<file path="src/mnss_pkg.sv">
// ----------------------------------------------------------------------------
// mnss_pkg
// Shared constants and codes for the multi needle stream stamper.
// ----------------------------------------------------------------------------
package mnss_pkg;

    localparam int NEEDLES      = 4;
    localparam int NEEDLE_BYTES = 8;
    localparam int HIST_DEPTH   = NEEDLE_BYTES - 1;
    localparam int HV_W         = $clog2(NEEDLE_BYTES);
    localparam int NB_IDX_W     = (NEEDLE_BYTES > 1) ? $clog2(NEEDLE_BYTES) : 1;
    localparam int LEN_W        = 4;
    localparam int MAX_LEN      = (NEEDLE_BYTES < 8) ? NEEDLE_BYTES : 8;
    localparam int PEND_W       = NEEDLES + 1;
    localparam int CNT_W        = 48;
    localparam int STAMP_W      = 64;
    localparam int CFG_IDX_W    = 3;

    typedef logic [CNT_W-1:0]   t_count;
    typedef logic [STAMP_W-1:0] t_stamp;

    localparam t_count CNT_MAX   = '1;
    localparam t_count CAP_RESET = t_count'(65536);

    // input item kinds
    localparam logic [1:0] ITEM_DATA  = 2'd0;
    localparam logic [1:0] ITEM_END   = 2'd1;
    localparam logic [1:0] ITEM_ERROR = 2'd2;

    // result kinds
    localparam logic [1:0] RES_FWD    = 2'd0;
    localparam logic [1:0] RES_NEEDLE = 2'd1;
    localparam logic [1:0] RES_END    = 2'd2;

    // configuration register indexes
    localparam logic [CFG_IDX_W-1:0] CFG_NEEDLE_A = 3'd0;
    localparam logic [CFG_IDX_W-1:0] CFG_NEEDLE_D = 3'd3;
    localparam logic [CFG_IDX_W-1:0] CFG_LENGTHS  = 3'd4;
    localparam logic [CFG_IDX_W-1:0] CFG_CAP      = 3'd5;
    localparam logic [CFG_IDX_W-1:0] CFG_CAP_EN   = 3'd6;

endpackage

</file>
<file path="src/multi_needle_stream_stamper_unit.sv">
// ----------------------------------------------------------------------------
// multi_needle_stream_stamper_unit
// Forwards a timestamped byte stream under an optional cap, reports the first
// hit of each configured needle and gives an end report on end or error.
// ----------------------------------------------------------------------------
//  channel   | handshake                | payload
//  ----------+--------------------------+--------------------------------------
//  input     | i_valid / o_stall        | i_item_kind, i_data_byte, i_timestamp
//  result    | o_valid / i_stall        | o_result_kind .. o_last
//  config    | i_cfg_valid / o_cfg_ready| i_cfg_index, i_cfg_data
//
//  an item is matched and counted in its accept cycle; its results sit in one
//  result bundle register and leave one per cycle while i_stall is low;
//  the next item is taken in the cycle the bundle's last result leaves
//  synchronous active-low reset clears counters, flags and pending results
//  config writes are taken every cycle
// ----------------------------------------------------------------------------
module multi_needle_stream_stamper_unit
    import mnss_pkg::*;
(
    input  logic                 i_clk,
    input  logic                 i_rst_n,
    // input items
    input  logic                 i_valid,
    output logic                 o_stall,
    input  logic [1:0]           i_item_kind,
    input  logic [7:0]           i_data_byte,
    input  logic [STAMP_W-1:0]   i_timestamp,
    // results
    output logic                 o_valid,
    input  logic                 i_stall,
    output logic [1:0]           o_result_kind,
    output logic [7:0]           o_out_byte,
    output logic [1:0]           o_needle_index,
    output logic [STAMP_W-1:0]   o_stamp,
    output logic [CNT_W-1:0]     o_stream_offset,
    output logic [CNT_W-1:0]     o_stored_count,
    output logic [2:0]           o_fired_count,
    output logic                 o_end_status,
    output logic                 o_all_fired,
    output logic                 o_last,
    // configuration
    input  logic                 i_cfg_valid,
    output logic                 o_cfg_ready,
    input  logic [CFG_IDX_W-1:0] i_cfg_index,
    input  logic [63:0]          i_cfg_data
);

    // configuration registers
    logic [8*NEEDLE_BYTES-1:0] r_needle [NEEDLES];
    logic [15:0]               r_lengths;
    t_count                    r_cap;
    logic                      r_cap_en;

    // stream state
    logic [7:0]          r_hist [HIST_DEPTH];
    logic [HV_W-1:0]     r_hv;
    logic [NEEDLES-1:0]  r_fired;
    t_count              r_seen;
    t_count              r_fwd;

    // result bundle
    logic [PEND_W-1:0]   r_pend;
    logic                r_is_end;
    logic [7:0]          r_byte;
    t_stamp              r_stamp;
    t_count              r_offset;
    t_count              r_stored;
    logic [2:0]          r_fired_cnt;
    logic                r_status;
    logic                r_all;

    logic                in_fire;
    logic                out_fire;
    logic [PEND_W-1:0]   sel;
    logic [PEND_W-1:0]   rest;
    logic                is_data;
    logic                is_end;
    logic                fwd_ok;
    logic [NEEDLES-1:0]  hit;
    logic [NEEDLES-1:0]  active;
    logic [7:0]          win [NEEDLE_BYTES];
    t_count              seen_inc;
    logic [2:0]          fired_cnt;
    logic                all_ok;

    assign o_cfg_ready = 1'b1;

    always_ff @(posedge i_clk) begin
        if (!i_rst_n) begin
            for (int k = 0; k < NEEDLES; k++) begin
                r_needle[k] <= '0;
            end
            r_lengths <= '0;
            r_cap     <= CAP_RESET;
            r_cap_en  <= 1'b0;
        end else if (i_cfg_valid) begin
            if (i_cfg_index inside {[CFG_NEEDLE_A:CFG_NEEDLE_D]}) begin
                r_needle[i_cfg_index[1:0]] <= i_cfg_data;
            end
            case (i_cfg_index)
                CFG_LENGTHS: r_lengths <= i_cfg_data[15:0];
                CFG_CAP:     r_cap     <= i_cfg_data[CNT_W-1:0];
                CFG_CAP_EN:  r_cap_en  <= i_cfg_data[0];
                default: ;
            endcase
        end
    end

    // ---------------- matching ----------------

    function automatic logic [LEN_W-1:0] slot_len(input logic [15:0] lens, input int k);
        logic [LEN_W-1:0] l;
        l = lens[LEN_W*k +: LEN_W];
        if (l == '0 || l > LEN_W'(MAX_LEN)) begin
            l = '0;
        end
        return l;
    endfunction

    always_comb begin
        logic [LEN_W-1:0] len;
        logic [LEN_W-1:0] idx;
        logic             ok;
        win[0] = i_data_byte;
        for (int j = 1; j < NEEDLE_BYTES; j++) begin
            win[j] = r_hist[j-1];
        end
        for (int k = 0; k < NEEDLES; k++) begin
            len       = slot_len(r_lengths, k);
            active[k] = (len != '0);
            ok        = active[k] && !r_fired[k] && ({1'b0, r_hv} >= (len - LEN_W'(1)));
            for (int j = 0; j < NEEDLE_BYTES; j++) begin
                // needle byte len-1-j lines up with the j-th most recent byte
                idx = len - LEN_W'(j) - LEN_W'(1);
                if (LEN_W'(j) < len &&
                    r_needle[k][{idx[NB_IDX_W-1:0], 3'b000} +: 8] != win[j]) begin
                    ok = 1'b0;
                end
            end
            hit[k] = ok;
        end
    end

    assign is_data  = (i_item_kind == ITEM_DATA);
    assign is_end   = (i_item_kind == ITEM_END) || (i_item_kind == ITEM_ERROR);
    assign fwd_ok   = !r_cap_en || (r_fwd < r_cap);
    assign seen_inc = (r_seen != CNT_MAX) ? r_seen + t_count'(1) : r_seen;

    always_comb begin
        fired_cnt = '0;
        all_ok    = 1'b1;
        for (int k = 0; k < NEEDLES; k++) begin
            fired_cnt = fired_cnt + 3'(r_fired[k]);
            if (active[k] && !r_fired[k]) begin
                all_ok = 1'b0;
            end
        end
    end

    // ---------------- handshake ----------------

    assign sel      = r_pend & (~r_pend + PEND_W'(1));
    assign rest     = r_pend & ~sel;
    assign o_valid  = |r_pend;
    assign out_fire = o_valid && !i_stall;
    assign o_stall  = o_valid && !(out_fire && (rest == '0));
    assign in_fire  = i_valid && !o_stall;

    always_ff @(posedge i_clk) begin
        if (!i_rst_n) begin
            r_pend  <= '0;
            r_hv    <= '0;
            r_fired <= '0;
            r_seen  <= '0;
            r_fwd   <= '0;
        end else begin
            if (in_fire) begin
                if (is_data) begin
                    r_pend <= {hit, fwd_ok};
                end else if (is_end) begin
                    r_pend <= PEND_W'(1);
                end else begin
                    r_pend <= '0;
                end
            end else if (out_fire) begin
                r_pend <= rest;
            end
            if (in_fire && is_data) begin
                r_seen  <= seen_inc;
                r_fired <= r_fired | hit;
                if (fwd_ok && r_fwd != CNT_MAX) begin
                    r_fwd <= r_fwd + t_count'(1);
                end
                if (r_hv != HV_W'(HIST_DEPTH)) begin
                    r_hv <= r_hv + HV_W'(1);
                end
            end else if (in_fire && is_end) begin
                r_seen  <= '0;
                r_fwd   <= '0;
                r_fired <= '0;
                r_hv    <= '0;
            end
        end
    end

    // history and bundle payload
    always_ff @(posedge i_clk) begin
        if (in_fire && is_data) begin
            r_hist[0] <= i_data_byte;
            for (int j = 1; j < HIST_DEPTH; j++) begin
                r_hist[j] <= r_hist[j-1];
            end
        end
        if (in_fire) begin
            r_is_end <= !is_data;
            r_byte   <= i_data_byte;
            r_stamp  <= i_timestamp;
            r_offset <= is_data ? seen_inc : r_seen;
            if (is_data) begin
                r_stored    <= '0;
                r_fired_cnt <= '0;
                r_status    <= 1'b0;
                r_all       <= 1'b0;
            end else begin
                r_stored    <= r_fwd;
                r_fired_cnt <= fired_cnt;
                r_status    <= (i_item_kind == ITEM_ERROR);
                r_all       <= (i_item_kind == ITEM_END) && all_ok;
            end
        end
    end

    // ---------------- result fields ----------------

    always_comb begin
        o_needle_index = '0;
        for (int k = 0; k < NEEDLES; k++) begin
            if (sel[k+1]) begin
                o_needle_index = 2'(k);
            end
        end
        if (r_is_end) begin
            o_result_kind  = RES_END;
            o_needle_index = '0;
        end else if (sel[0]) begin
            o_result_kind = RES_FWD;
        end else begin
            o_result_kind = RES_NEEDLE;
        end
    end

    assign o_out_byte      = (!r_is_end && sel[0]) ? r_byte : 8'd0;
    assign o_stamp         = r_stamp;
    assign o_stream_offset = r_offset;
    assign o_stored_count  = r_stored;
    assign o_fired_count   = r_fired_cnt;
    assign o_end_status    = r_status;
    assign o_all_fired     = r_all;
    assign o_last          = (rest == '0);

endmodule

</file>
<file path="config.mk">
export PLATFORM = sky130hd
export DESIGN_NAME = multi_needle_stream_stamper_unit
export DESIGN_NICKNAME = d
export VERILOG_FILES = /design/src/mnss_pkg.sv /design/src/multi_needle_stream_stamper_unit.sv
export SDC_FILE = /design/constraint.sdc
export NUM_CORES = 2
export LEC_CHECK = 0
export ABC_AREA = 1
export BUFFER_PORTS_ARGS = -buffer_cell sky130_fd_sc_hd__buf_4
export CAP_MARGIN = 20
export CORE_UTILIZATION = 40
export DETAILED_ROUTE_END_ITERATION = 12
export GPL_ROUTABILITY_DRIVEN = 0
export SLEW_MARGIN = 20
export SYNTH_ARGS = -nofsm -noshare
export SYNTH_HDL_FRONTEND = slang
export SYNTH_SLANG_ARGS = --single-unit
</file>
<file path="constraint.sdc">
create_clock -name i_clk -period 20 [get_ports i_clk]
set_input_delay 4 -clock i_clk [delete_from_list [all_inputs] [get_ports i_clk]]
set_output_delay 4 -clock i_clk [all_outputs]
set_load 0.01 [all_outputs]
</file>
==> results_dict.tcl <==
set metrics [dict create \
    syn_area_um2 42700 \
    power_switching_w 0.00154 \
    fin_setup_tns_ps 0 \
    p_per_area_nw_per_um2 90.8 \
    rsz0062_at_grt "false" \
    reg2reg_from "r_lengths[0]" \
    numClockSinks 659 \
    outcome "completed" \
    cp_top_family "buffers and inverters" \
    setup_viol 0 \
    finalMaxSlewViolations 0 \
    r2r_cells 25 \
    worstSetupPathType "in -> out" \
    hold_path.class "reg -> reg" \
    drc_errors 0 \
    drv_cap 0 \
    max_stage_delay_ps 140 \
    grt_util_all_layers 0.355 \
    multiInputGateArea_um2 21300 \
    r2r-end "r_fired[0]" \
    synth_fa_ha_area_frac 0.0280 \
    sw_frac_of_total 0.347 \
    finalHoldViolCount 0 \
    start_util 0.405 \
    grt_pass1_vias 39200 \
    grt_pass1_wl_um 275000 \
    whs_endpoint "r_cap[8]" \
    fillCellCount 10600 \
    rrSetupSlack_ps 13360 \
    post_drt_via_cell_ratio 5.86 \
    synth_fp_nets 6322 \
    synth_top_family_by_area "simple AND/OR/NAND/NOR gates" \
    cts_max_path_buffers 3 \
    first_pass_iters 10 \
    port_buffers 325 \
    crit_path_start_kind "primary input" \
    tightest_slew_ps 1160 \
    seq_area_frac_synth 0.422 \
    cts_buffers 77 \
    dr_total_vias 45200 \
    area_growth_pct 14.4 \
    yosysWarnings 0 \
    period_minus_slack_ps 8580 \
    fin_skew_ps 36.7 \
    rows 119 \
    clock_power_share 0.336 \
    cts_root_buffer "clkbuf_16" \
    grt_antenna_before_repair 16 \
    p_leak_nw 22.0 \
    synth-seq-cells 659 \
    die_area_um2 108000 \
    overflow 0 \
    seq_power_share 0.411 \
    clk_latency_ps 680 \
    p_comb_frac 0.253 \
    synth_compound_area_frac 0.0740 \
    hold_depth 2 \
    post_drt_wl_per_cell_um 25.7 \
    cp_slowest_cell "buf_4" \
    endpoint_kind "output pin" \
    path_buf_inv 4 \
    ys_types 51 \
    grt_max_degree 95 \
    die_x_um 329 \
    final_common_cell "nand2_1" \
    fin_nets 6502 \
    io_pins 327 \
    arrival_ps 4580 \
    fmax_ghz 0.117 \
    worstPathRequired_ps 16000 \
    core-area_um2 106000 \
    synth_xor_xnor_area_share 0.0317 \
    maxSlewHeadroom 0.224 \
    netlist_instances 6081 \
    p_int_w 0.00290 \
    ir_drop_mv 0.104 \
    hold_start "r_cap[8]" \
    place_hpwl_um 142000 \
    cts_tree "built" \
    fin_crit_sh 0.429 \
    ant_nets 0 \
    avgSynthCellArea_um2 7.03 \
    synthMuxAreaShare 0.000702 \
    postCtsSetupBuffers 0 \
    worstPathMaxFanout 3 \
    drive_gt1_frac 0.0886 \
    register_area_um2 18100 \
    final_cell_mix "nand2_1 (2010), nand3_1 (800), inv_1 (589)" \
    worstPathCellList "buf_4 > inv_1 > nand4_1 > nand2_1 > inv_1 > buf_4" \
    cts_resized 0 \
    total_power_w 0.00444 \
    hold_buffers 0 \
    die_y_um 329 \
    clkTransAtPathRegs_ps 60 \
    yosys.area_share.simple 0.362 \
    drt-initial-drc-count 6887 \
    h-tree-depth 3 \
    routed_wl_um 198000 \
]
-- layout make-up --
cell class	instances	share of cell area
diodes	9	0.000461
clock buffers	100	0.0439
clock inverters	42	0.00926
inverters	614	0.0473
multi-input cells	4530	0.436
flip-flops and latches	659	0.369
well taps	1391	0.0356
repair buffers	379	0.0583
-- logic make-up (layout without fill, tap and decap cells) --
group           after synthesis  in the layout
xor+xnor                    154            154
other cells                   1             10
buf+inv                     892           1135
flops                       659            659
mux                           3              3
fa+ha+maj                    95             95
compound gates              609            609
simple gates               3668           3668
-- Yosys cell counts, drive strengths merged --
library cell | instances | area, µm²
edfxtp | 486 | 14600
nand2 | 2019 | 7600
mux2i | 3 | 30.0
nand3 | 806 | 4060
a22oi | 1 | 7.51
xor2 | 153 | 1350
a41oi | 1 | 8.76
a21o | 3 | 22.5
conb | 1 | 3.75
clkbuf | 173 | 649
a211oi | 4 | 30.0
nand4 | 162 | 1010
nor3b | 2 | 15.0
dfxtp | 173 | 3460
o221ai | 3 | 26.3
nor2 | 580 | 2190
o31ai | 2 | 15.0
o211ai | 18 | 135
o22ai | 2 | 12.5
nor4 | 25 | 169
ha | 94 | 1180
nand3b | 2 | 15.0
nor3 | 62 | 325
o21a | 5 | 37.5
and3 | 1 | 6.26
clkinv | 9 | 33.8
a21boi | 1 | 7.51
xnor2 | 1 | 8.76
nor4b | 2 | 17.5
o21bai | 1 | 7.51
buf | 105 | 522
o21ai | 355 | 1780
or2 | 7 | 43.8
a31oi | 9 | 56.3
a21oi | 204 | 1020
fa | 1 | 20.0
inv | 605 | 2270
-- worst max path at each step --
stage / startpoint / cells after the start / to
final: i_stall / 6 / o_stall
after floorplan: i_stall / 11 / r_fwd[35]
after global placement: i_stall / 6 / o_stall
after detailed placement: i_stall / 6 / o_stall
after global routing: i_stall / 6 / o_stall
after CTS: i_stall / 6 / o_stall
-- worst min-delay path, delay by kind of cell (launching register included) --
family	cells	cell delay, ps
flip-flops	1	290
buffers and inverters	1	60
AO/OA/AOI/OAI	1	60
-- power by group through the flow --
stage / Clock (W) / Combinational (W) / Sequential [W]
2_1_floorplan: 0 / 0.000557 / 0.00186
3_3_place_gp: 0 / 0.00108 / 0.00184
3_5_place_dp: 0 / 0.00108 / 0.00184
4_1_cts: 0.00150 / 0.00109 / 0.00182
5_1_grt: 0.00155 / 0.00120 / 0.00183
6_report: 0.00149 / 0.00112 / 0.00182
-- sequential cells by signal, indices dropped and copies added (netlist names) --
register and cells:
r_needle 256, o_stamp 64, r_hist 56, o_stored_count 48
o_stream_offset 48, r_cap 48, r_fwd 48, r_seen 48
r_lengths 16, r_byte 8, r_pend 5, r_fired 4
o_fired_count 3, r_hv 3, o_all_fired 1, o_end_status 1
r_cap_en 1, r_is_end 1
-- routing by layer --
| layer | wire (µm) | part of all wire | GRT usage | vias to the layer above |
|---|---|---|---|---|
| met3 | 31200 | 0.16 | 0.142 | 703 |
| met4 | 15800 | 0.080 | 0.234 | 14 |
| met1 | 73400 | 0.37 | 0.458 | 20900 |
| met2 | 78000 | 0.39 | 0.485 | 3271 |
| met5 | 102 | 0.00051 | 0 | - |
| li1 | - | - | - | 20400 |
-- stage by stage --
stage,area [µm²],utilization,hold WS [ps],setup slack (ps),cells
2_1_floorplan,42700,-,424,10140,6081
3_3_place_gp,46300,0.438,449,11400,7573
3_5_place_dp,46300,0.438,455,11420,7573
4_1_cts,48900,0.463,465,11420,7715
5_1_grt,48900,0.463,484,11350,7717
6_report,48900,0.463,463,11420,7724
Power figures use the tool's default switching activity.
